[config.mk]
export PLATFORM = sky130hd
export DESIGN_NAME = sha1_stream_hasher
export DESIGN_NICKNAME = d
export VERILOG_FILES = /design/src/hdl/sha1s_pkg.sv /design/src/hdl/sha1s_core.sv /design/src/hdl/sha1_stream_hasher.sv
export SDC_FILE = /design/constraint.sdc
export NUM_CORES = 2
export LEC_CHECK = 0
export BUFFER_PORTS_ARGS = -buffer_cell sky130_fd_sc_hd__buf_2
export CELL_PAD_IN_SITES_DETAIL_PLACEMENT = 0
export CELL_PAD_IN_SITES_GLOBAL_PLACEMENT = 2
export CORE_ASPECT_RATIO = 1.4
export CORE_UTILIZATION = 38
export CTS_BUF_LIST = sky130_fd_sc_hd__clkbuf_16
export CTS_CLUSTER_DIAMETER = 40
export DETAILED_ROUTE_END_ITERATION = 10
export GPL_ROUTABILITY_DRIVEN = 0
export PLACE_DENSITY_LB_ADDON = 0.1
export SKIP_CTS_REPAIR_TIMING = 1
export SLEW_MARGIN = 20
export SYNTH_ARGS = -nofsm -noshare
export SYNTH_HDL_FRONTEND = slang
export SYNTH_SLANG_ARGS = --single-unit
[constraint.sdc]
create_clock -name i_clk -period 42.6 [get_ports i_clk]
set_clock_uncertainty 0.05 [all_clocks]
set_input_delay 4.26 -clock i_clk [delete_from_list [all_inputs] [get_ports i_clk]]
set_output_delay 4.26 -clock i_clk [all_outputs]
set_load 0.02 [all_outputs]
[src/hdl/sha1s_pkg.sv]
// Shared types and constants for the streaming SHA-1 hasher.
package sha1s_pkg;

    localparam int ROUNDS     = 80;
    localparam int WORDS      = 5;
    localparam int BLOCK_BITS = 512;

    localparam logic        CMD_ABSORB = 1'b0;
    localparam logic        CMD_FINISH = 1'b1;

    localparam logic [7:0]  PAD_BYTE   = 8'h80;
    localparam logic [7:0]  ZERO_BYTE  = 8'h00;
    localparam logic [5:0]  LEN_OFFSET = 6'd56;
    localparam logic [5:0]  FILL_LAST  = 6'd63;
    localparam logic [2:0]  IDX_LAST   = 3'd4;

    localparam logic [31:0] K0 = 32'h5A827999;
    localparam logic [31:0] K1 = 32'h6ED9EBA1;
    localparam logic [31:0] K2 = 32'h8F1BBCDC;
    localparam logic [31:0] K3 = 32'hCA62C1D6;

    typedef logic [WORDS-1:0][31:0] t_chain;

    // Element 0 is H0.
    localparam t_chain IV = {32'hC3D2E1F0, 32'h10325476, 32'h98BADCFE,
                             32'hEFCDAB89, 32'h67452301};

    typedef struct packed {
        logic       command;
        logic [7:0] data_byte;
    } t_in;

    typedef struct packed {
        logic [31:0] digest_word;
        logic [2:0]  word_index;
        logic        last_word;
    } t_out;

    // Sequencer to compression engine.
    typedef struct packed {
        logic       push;   // shift one byte into the block
        logic       go;     // block full after this byte: compress
        logic       init;   // reload chaining value with IV
        logic [7:0] data;
    } t_core_ctl;

    typedef struct packed {
        logic busy;
    } t_core_sts;

endpackage

[src/hdl/sha1s_core.sv]
// SHA-1 compression engine: block shift line, one round per cycle, chaining value.
module sha1s_core import sha1s_pkg::*; (
    input  logic      i_clk,
    input  logic      i_rst_n,
    input  t_core_ctl i_ctl,
    output t_core_sts o_sts,
    output t_chain    o_h
);

    typedef enum logic [1:0] {ST_IDLE, ST_ROUND, ST_FOLD} t_state;

    localparam logic [6:0] RND_LAST = 7'(ROUNDS - 1);

    t_state                  r_state;
    logic [6:0]              r_rnd;
    logic [BLOCK_BITS-1:0]   r_blk;   // word 0 sits at the top
    logic [31:0]             r_a, r_b, r_c, r_d, r_e;
    t_chain                  r_h;

    logic [31:0] w0, w2, w8, w13, w_mix, w_new, f, k, t;

    assign w0  = r_blk[BLOCK_BITS-1      -: 32];
    assign w2  = r_blk[BLOCK_BITS-1-64   -: 32];
    assign w8  = r_blk[BLOCK_BITS-1-256  -: 32];
    assign w13 = r_blk[BLOCK_BITS-1-416  -: 32];

    // Window of 16 words slides by one each round; the schedule word
    // for round i+16 enters at the bottom.
    assign w_mix = w13 ^ w8 ^ w2 ^ w0;
    assign w_new = {w_mix[30:0], w_mix[31]};

    always_comb begin
        priority if (r_rnd < 7'd20) begin
            f = (r_b & r_c) | (~r_b & r_d);
            k = K0;
        end else if (r_rnd < 7'd40) begin
            f = r_b ^ r_c ^ r_d;
            k = K1;
        end else if (r_rnd < 7'd60) begin
            f = (r_b & r_c) | (r_b & r_d) | (r_c & r_d);
            k = K2;
        end else begin
            f = r_b ^ r_c ^ r_d;
            k = K3;
        end
    end

    assign t = {r_a[26:0], r_a[31:27]} + f + r_e + k + w0;

    always_ff @(posedge i_clk) begin
        if (!i_rst_n) begin
            r_state <= ST_IDLE;
            r_rnd   <= '0;
            r_h     <= IV;
        end else begin
            unique case (r_state)
                ST_IDLE: begin
                    if (i_ctl.init) begin
                        r_h <= IV;
                    end
                    if (i_ctl.push) begin
                        r_blk <= {r_blk[BLOCK_BITS-9:0], i_ctl.data};
                        if (i_ctl.go) begin
                            r_a     <= r_h[0];
                            r_b     <= r_h[1];
                            r_c     <= r_h[2];
                            r_d     <= r_h[3];
                            r_e     <= r_h[4];
                            r_rnd   <= '0;
                            r_state <= ST_ROUND;
                        end
                    end
                end
                ST_ROUND: begin
                    r_blk <= {r_blk[BLOCK_BITS-33:0], w_new};
                    r_e   <= r_d;
                    r_d   <= r_c;
                    r_c   <= {r_b[1:0], r_b[31:2]};
                    r_b   <= r_a;
                    r_a   <= t;
                    r_rnd <= r_rnd + 7'd1;
                    if (r_rnd == RND_LAST) begin
                        r_state <= ST_FOLD;
                    end
                end
                ST_FOLD: begin
                    r_h[0]  <= r_h[0] + r_a;
                    r_h[1]  <= r_h[1] + r_b;
                    r_h[2]  <= r_h[2] + r_c;
                    r_h[3]  <= r_h[3] + r_d;
                    r_h[4]  <= r_h[4] + r_e;
                    r_state <= ST_IDLE;
                end
                default: r_state <= ST_IDLE;
            endcase
        end
    end

    assign o_sts.busy = (r_state != ST_IDLE);
    assign o_h        = r_h;

    a_push_idle: assert property (@(posedge i_clk) disable iff (!i_rst_n)
        i_ctl.push |-> r_state == ST_IDLE)
        else $error("byte pushed while compressing");

    a_round_end: assert property (@(posedge i_clk) disable iff (!i_rst_n)
        (r_state == ST_ROUND && r_rnd == RND_LAST) |=> r_state == ST_FOLD)
        else $error("round 79 not followed by fold");

    a_init_idle: assert property (@(posedge i_clk) disable iff (!i_rst_n)
        i_ctl.init |-> (r_state == ST_IDLE && !i_ctl.push))
        else $error("chaining reload during activity");

endmodule

[src/hdl/sha1_stream_hasher.sv]
// Top level of the streaming SHA-1 hasher: byte intake, padding sequencer, digest output.
//
// Input channel (i_in_valid / o_in_stall / i_in_data): one transfer per
// command. Absorb places one byte in the block; finish pads the message
// and produces the digest. Output channel (o_out_valid / i_out_stall /
// o_out_data): five transfers per finish, H0 first, the fifth marked by
// last_word.
// An absorb that does not fill a block leaves the input open. The byte that
// fills a 64-byte block holds the input stalled while the shared round unit
// of sha1s_core runs the 80 rounds, folds the result into the chaining value
// and hands back, so no byte is taken while a block is being compressed.
// A finish pushes pad bytes (9 to 72) one per cycle while the core is idle,
// through the same block path, and runs one or two compressions, then
// offers the five digest words on consecutive cycles while i_out_stall is
// low. A stalled word holds steady. The input stays stalled until the last
// word's transfer, after which the chaining value, fill and byte count
// return to their initial values and a new message may start.
// Reset (synchronous, active low) loads the standard initial hash and
// clears the fill and the byte count; the block buffer is not cleared.
module sha1_stream_hasher import sha1s_pkg::*; (
    input  logic i_clk,
    input  logic i_rst_n,
    input  logic i_in_valid,
    output logic o_in_stall,
    input  t_in  i_in_data,
    output logic o_out_valid,
    input  logic i_out_stall,
    output t_out o_out_data
);

    typedef enum logic [2:0] {ST_IDLE, ST_COMP, ST_PAD, ST_FINWAIT, ST_OUT} t_state;

    t_state      r_state;
    logic [5:0]  r_fill;      // bytes in the current block
    logic [60:0] r_count;     // message bytes, wraps at 2^61
    logic        r_first;     // next pad byte is the 0x80 marker
    logic        r_inlen;     // inside the length field
    logic [63:0] r_len_sr;    // bit length, sent MSB byte first
    logic [2:0]  r_widx;

    t_core_ctl   core_ctl;
    t_core_sts   core_sts;
    t_chain      core_h;

    logic in_xfer, out_xfer, len_phase;

    sha1s_core u_core (
        .i_clk   (i_clk),
        .i_rst_n (i_rst_n),
        .i_ctl   (core_ctl),
        .o_sts   (core_sts),
        .o_h     (core_h)
    );

    assign o_in_stall  = (r_state != ST_IDLE);
    assign o_out_valid = (r_state == ST_OUT);
    assign in_xfer     = i_in_valid && !o_in_stall;
    assign out_xfer    = o_out_valid && !i_out_stall;

    // Length bytes start once the fill reaches offset 56 after the marker.
    assign len_phase = !r_first && (r_inlen || r_fill == LEN_OFFSET);

    always_comb begin
        core_ctl = '0;
        unique case (r_state)
            ST_IDLE: begin
                if (in_xfer && i_in_data.command == CMD_ABSORB) begin
                    core_ctl.push = 1'b1;
                    core_ctl.data = i_in_data.data_byte;
                    core_ctl.go   = (r_fill == FILL_LAST);
                end
            end
            ST_PAD: begin
                if (!core_sts.busy) begin
                    core_ctl.push = 1'b1;
                    core_ctl.go   = (r_fill == FILL_LAST);
                    priority if (r_first) begin
                        core_ctl.data = PAD_BYTE;
                    end else if (len_phase) begin
                        core_ctl.data = r_len_sr[63:56];
                    end else begin
                        core_ctl.data = ZERO_BYTE;
                    end
                end
            end
            ST_OUT: begin
                core_ctl.init = out_xfer && (r_widx == IDX_LAST);
            end
            default: ;
        endcase
    end

    always_ff @(posedge i_clk) begin
        if (!i_rst_n) begin
            r_state <= ST_IDLE;
            r_fill  <= '0;
            r_count <= '0;
            r_first <= 1'b0;
            r_inlen <= 1'b0;
            r_widx  <= '0;
        end else begin
            unique case (r_state)
                ST_IDLE: begin
                    if (in_xfer) begin
                        if (i_in_data.command == CMD_ABSORB) begin
                            r_fill  <= r_fill + 6'd1;
                            r_count <= r_count + 61'd1;
                            if (r_fill == FILL_LAST) begin
                                r_state <= ST_COMP;
                            end
                        end else begin
                            r_len_sr <= {r_count, 3'b000};
                            r_first  <= 1'b1;
                            r_inlen  <= 1'b0;
                            r_state  <= ST_PAD;
                        end
                    end
                end
                ST_COMP: begin
                    if (!core_sts.busy) begin
                        r_state <= ST_IDLE;
                    end
                end
                ST_PAD: begin
                    if (!core_sts.busy) begin
                        r_fill  <= r_fill + 6'd1;
                        r_first <= 1'b0;
                        if (len_phase) begin
                            r_inlen  <= 1'b1;
                            r_len_sr <= {r_len_sr[55:0], ZERO_BYTE};
                            if (r_fill == FILL_LAST) begin
                                r_inlen <= 1'b0;
                                r_state <= ST_FINWAIT;
                            end
                        end
                    end
                end
                ST_FINWAIT: begin
                    if (!core_sts.busy) begin
                        r_widx  <= '0;
                        r_state <= ST_OUT;
                    end
                end
                ST_OUT: begin
                    if (out_xfer) begin
                        if (r_widx == IDX_LAST) begin
                            r_count <= '0;
                            r_state <= ST_IDLE;
                        end else begin
                            r_widx <= r_widx + 3'd1;
                        end
                    end
                end
                default: r_state <= ST_IDLE;
            endcase
        end
    end

    always_comb begin
        unique case (r_widx)
            3'd0:    o_out_data.digest_word = core_h[0];
            3'd1:    o_out_data.digest_word = core_h[1];
            3'd2:    o_out_data.digest_word = core_h[2];
            3'd3:    o_out_data.digest_word = core_h[3];
            default: o_out_data.digest_word = core_h[4];
        endcase
    end

    assign o_out_data.word_index = r_widx;
    assign o_out_data.last_word  = (r_widx == IDX_LAST);

    a_out_holds_in: assert property (@(posedge i_clk) disable iff (!i_rst_n)
        o_out_valid |-> o_in_stall)
        else $error("input open while digest pending");

    a_len_region: assert property (@(posedge i_clk) disable iff (!i_rst_n)
        r_inlen |-> (r_fill >= LEN_OFFSET && !r_first))
        else $error("length field outside offsets 56 to 63");

    a_out_done: assert property (@(posedge i_clk) disable iff (!i_rst_n)
        (out_xfer && r_widx == IDX_LAST) |=> (!o_out_valid && r_fill == '0
                                              && r_count == '0))
        else $error("state not back to initial after digest");

endmodule

==> results.cfg <==
[route]
vias = 41000
drt_pre_antenna_iters = 5
drt_iter0_drc = 2726
wirelength_um = 164000
antenna_left = 0
wire_per_inst_um = 20.9
post-route-drc-count = 0
routed_via_density = 5.22

[die]
design.core.area_um2 = 141000
ios = 51
die_x_um = 321
die_area_um2 = 144000
fp.dieH_um = 449
initial_utilization_pct = 38.4
rows = 163

[setup_path]
crit_required_ns = 38.29
critPathLaunchType = register
cp-end-kind = output port
arrival_ns = 4.14
cp_max_fo = 33
path_class = register to output port

[cells_and_area]
areaGrowthSynthToFinish_pct = 13.9
nets = 6183
multi_input_area_um2 = 25700
seqCellArea_um2 = 26900
drive_gt1_share_pct = 7.58
fillers = 13900
final_util_pct = 43.7

[synthesis]
synth_seq_cells = 977
ys.flop_type = edfxtp_1
synth_fa_ha_area_share_pct = 9.85
yosysWarnings = 0
async_reset_ff_share_pct = 0
synth_area_um2 = 54300
synth-edff-count = 733
synth-simple-area-share_pct = 20.1
synth.distinct_cells = 74
syn_avg_cell_area_um2 = 9.35
synth-seq-area-share_pct = 49.6
synthXorXnorAreaFrac_pct = 4.97
synth_nets = 6173
synth_mux_area_share_pct = 1.16
synth_compound_area_share_pct = 11.0
netlist_instances = 5807
synth_top_family_by_area = simple AND/OR/NAND/NOR gates

[clock_tree]
cts.sink_count = 977
ctsRootBufferMaster = clkbuf_16
cts_buffer_depth = 3
numCtsBuffers = 153
clk_latency_ns = 0.79
cts_tree = done
clk_pin_slew_ns = 0.06
h-tree-depth = 4

[sta]
fin_hold_ws_ns = 0.402
timing.slew.headroom_pct = 24.0
finalSetupTns_ns = 0
worst_pin_slew_ns = 1.11
fin_crit_ns = 8.45
fin_ws_ns = 34.15
finalHoldViolCount = 0
finalSetupViolations = 0
fmax_mhz = 118
maxSlewViolCount = 0
rsz0062_at_grt = no
timing.final.crit_share_pct = 19.8

[placement]
dp_hpwl_um = 115000
io_buffers = 50
dp_slack_ns = 34.07

[status]
status = finished clean

[power_and_ir_drop]
leakage_uw = 0.0256
p_per_area_nw_per_um2 = 42.7
vdd_drop_max_v = 0.0000352

[global_routing]
grt_util_all_layers_pct = 22.8
overflow = 0
first_global_vias = 41600
grt_max_degree = 208
antenna_found_initial = 3
grt_pass1_wl_um = 252000

[hold_path]
min_path_type = register to register

[run]
drv_cap = 0
## stage by stage
step / cell area (um^2) / power [uW] / std cells
2_1_floorplan: 54300 / 1390 / 5807
3_3_place_gp: 56500 / 1380 / 7559
3_5_place_dp: 56500 / 1380 / 7559
4_1_cts: 61800 / 2680 / 7844
5_1_grt: 61800 / 2740 / 7851
6_report: 61800 / 2640 / 7851
## power by group
group	switching (uW)	internal (uW)
clock network	498	784
registers	40.9	1120
logic	132	69.1
## cells in the final DEF, fill, tap and decap left out, drive strengths merged, types with 61 or more instances in the layout
master	synthesis	routed
a21o	82	82
a21oi	234	234
a22oi	115	115
buf	15	110
clkbuf	240	157
clkinv	1	62
dfxtp	244	244
edfxtp	733	733
fa	124	124
ha	229	229
inv	228	268
nand2	2014	2014
nand3	61	61
nor2	336	336
nor2b	65	65
o21ai	209	209
xnor2	195	195
xor2	113	113
## final timing paths
kind	slack, ns	from	to	cells past startpoint
setup reg to reg	34.44	u_core.r_rnd[4]	u_core.r_a[27]	25
hold reg to reg	0.40	r_inlen	r_inlen	2
hold / removal	0.40	r_inlen	r_inlen	2
setup / recovery	34.15	r_widx[2]	o_out_data[4]	6
## cells in the mapped netlist, types with 7 or more instances
master	instances	area share [%]
and4_1	9	0.15
o21ai_0	208	1.9
ha_1	229	5.3
edfxtp_1	733	41
o21a_1	21	0.29
nand2b_1	26	0.30
xor2_1	113	1.8
a31oi_1	53	0.61
or3_1	37	0.43
o32a_1	7	0.13
nand3_1	60	0.55
nand4_1	23	0.27
o31ai_1	14	0.19
nor2b_1	65	0.75
and2_1	7	0.081
nor3_1	34	0.31
buf_1	13	0.090
o211ai_1	10	0.14
a22oi_1	115	1.6
mux2_2	45	0.93
nor3b_1	8	0.11
nand2_1	2014	14
o32ai_1	20	0.32
o221ai_1	8	0.13
xnor2_1	195	3.1
and3_1	30	0.35
o21bai_1	21	0.29
a21oi_1	234	2.2
dfxtp_1	244	9.0
inv_1	228	1.6
a211oi_1	22	0.30
fa_1	124	4.6
nor4_1	10	0.12
a21o_1	82	1.1
mux2i_1	12	0.22
o22ai_1	52	0.60
clkbuf_1	240	1.7
or2_2	12	0.14
a311oi_1	7	0.11
nor2_1	336	2.3
## worst max-delay path, cell delays in order, from the launching register on
cell,delay [ns]
dfxtp_1,0.56
inv_1,0.09
ha_1,0.20
buf_4,0.26
or4_2,1.07
a31oi_2,0.85
buf_2,0.31
## flip-flops by register name, indices dropped and copies added, names as in the netlist, 61 cells and up
register	count
r_count	61
u_core.r_blk	512
r_len_sr	61
u_core.o_h	160
## cell type report
type	instances	area share, %
sequential	977	43.5
antenna	7	0.0283
inverter	229	1.39
multi-input combinational	4346	41.5
tap	1897	3.84
clock buffer	157	6.36
clock inverter	128	2.13
timing repair buffer	110	1.19
## kinds of logic after synthesis
family          after synthesis
simple gates               2691
compound gates              937
buf+inv                     484
fa+ha+maj                   353
flops                       977
xor+xnor                    308
mux                          57
## per-layer routing
metal  track usage (%)  vias up  share of wire [%]
met4              10.1        0                4.1
li1                  -    19900                  -
met3              2.61      275                3.4
met5                 0        -                  0
met2              39.5      759                 50
met1              28.3    20000                 43
(Power assumes the default switching activity.)
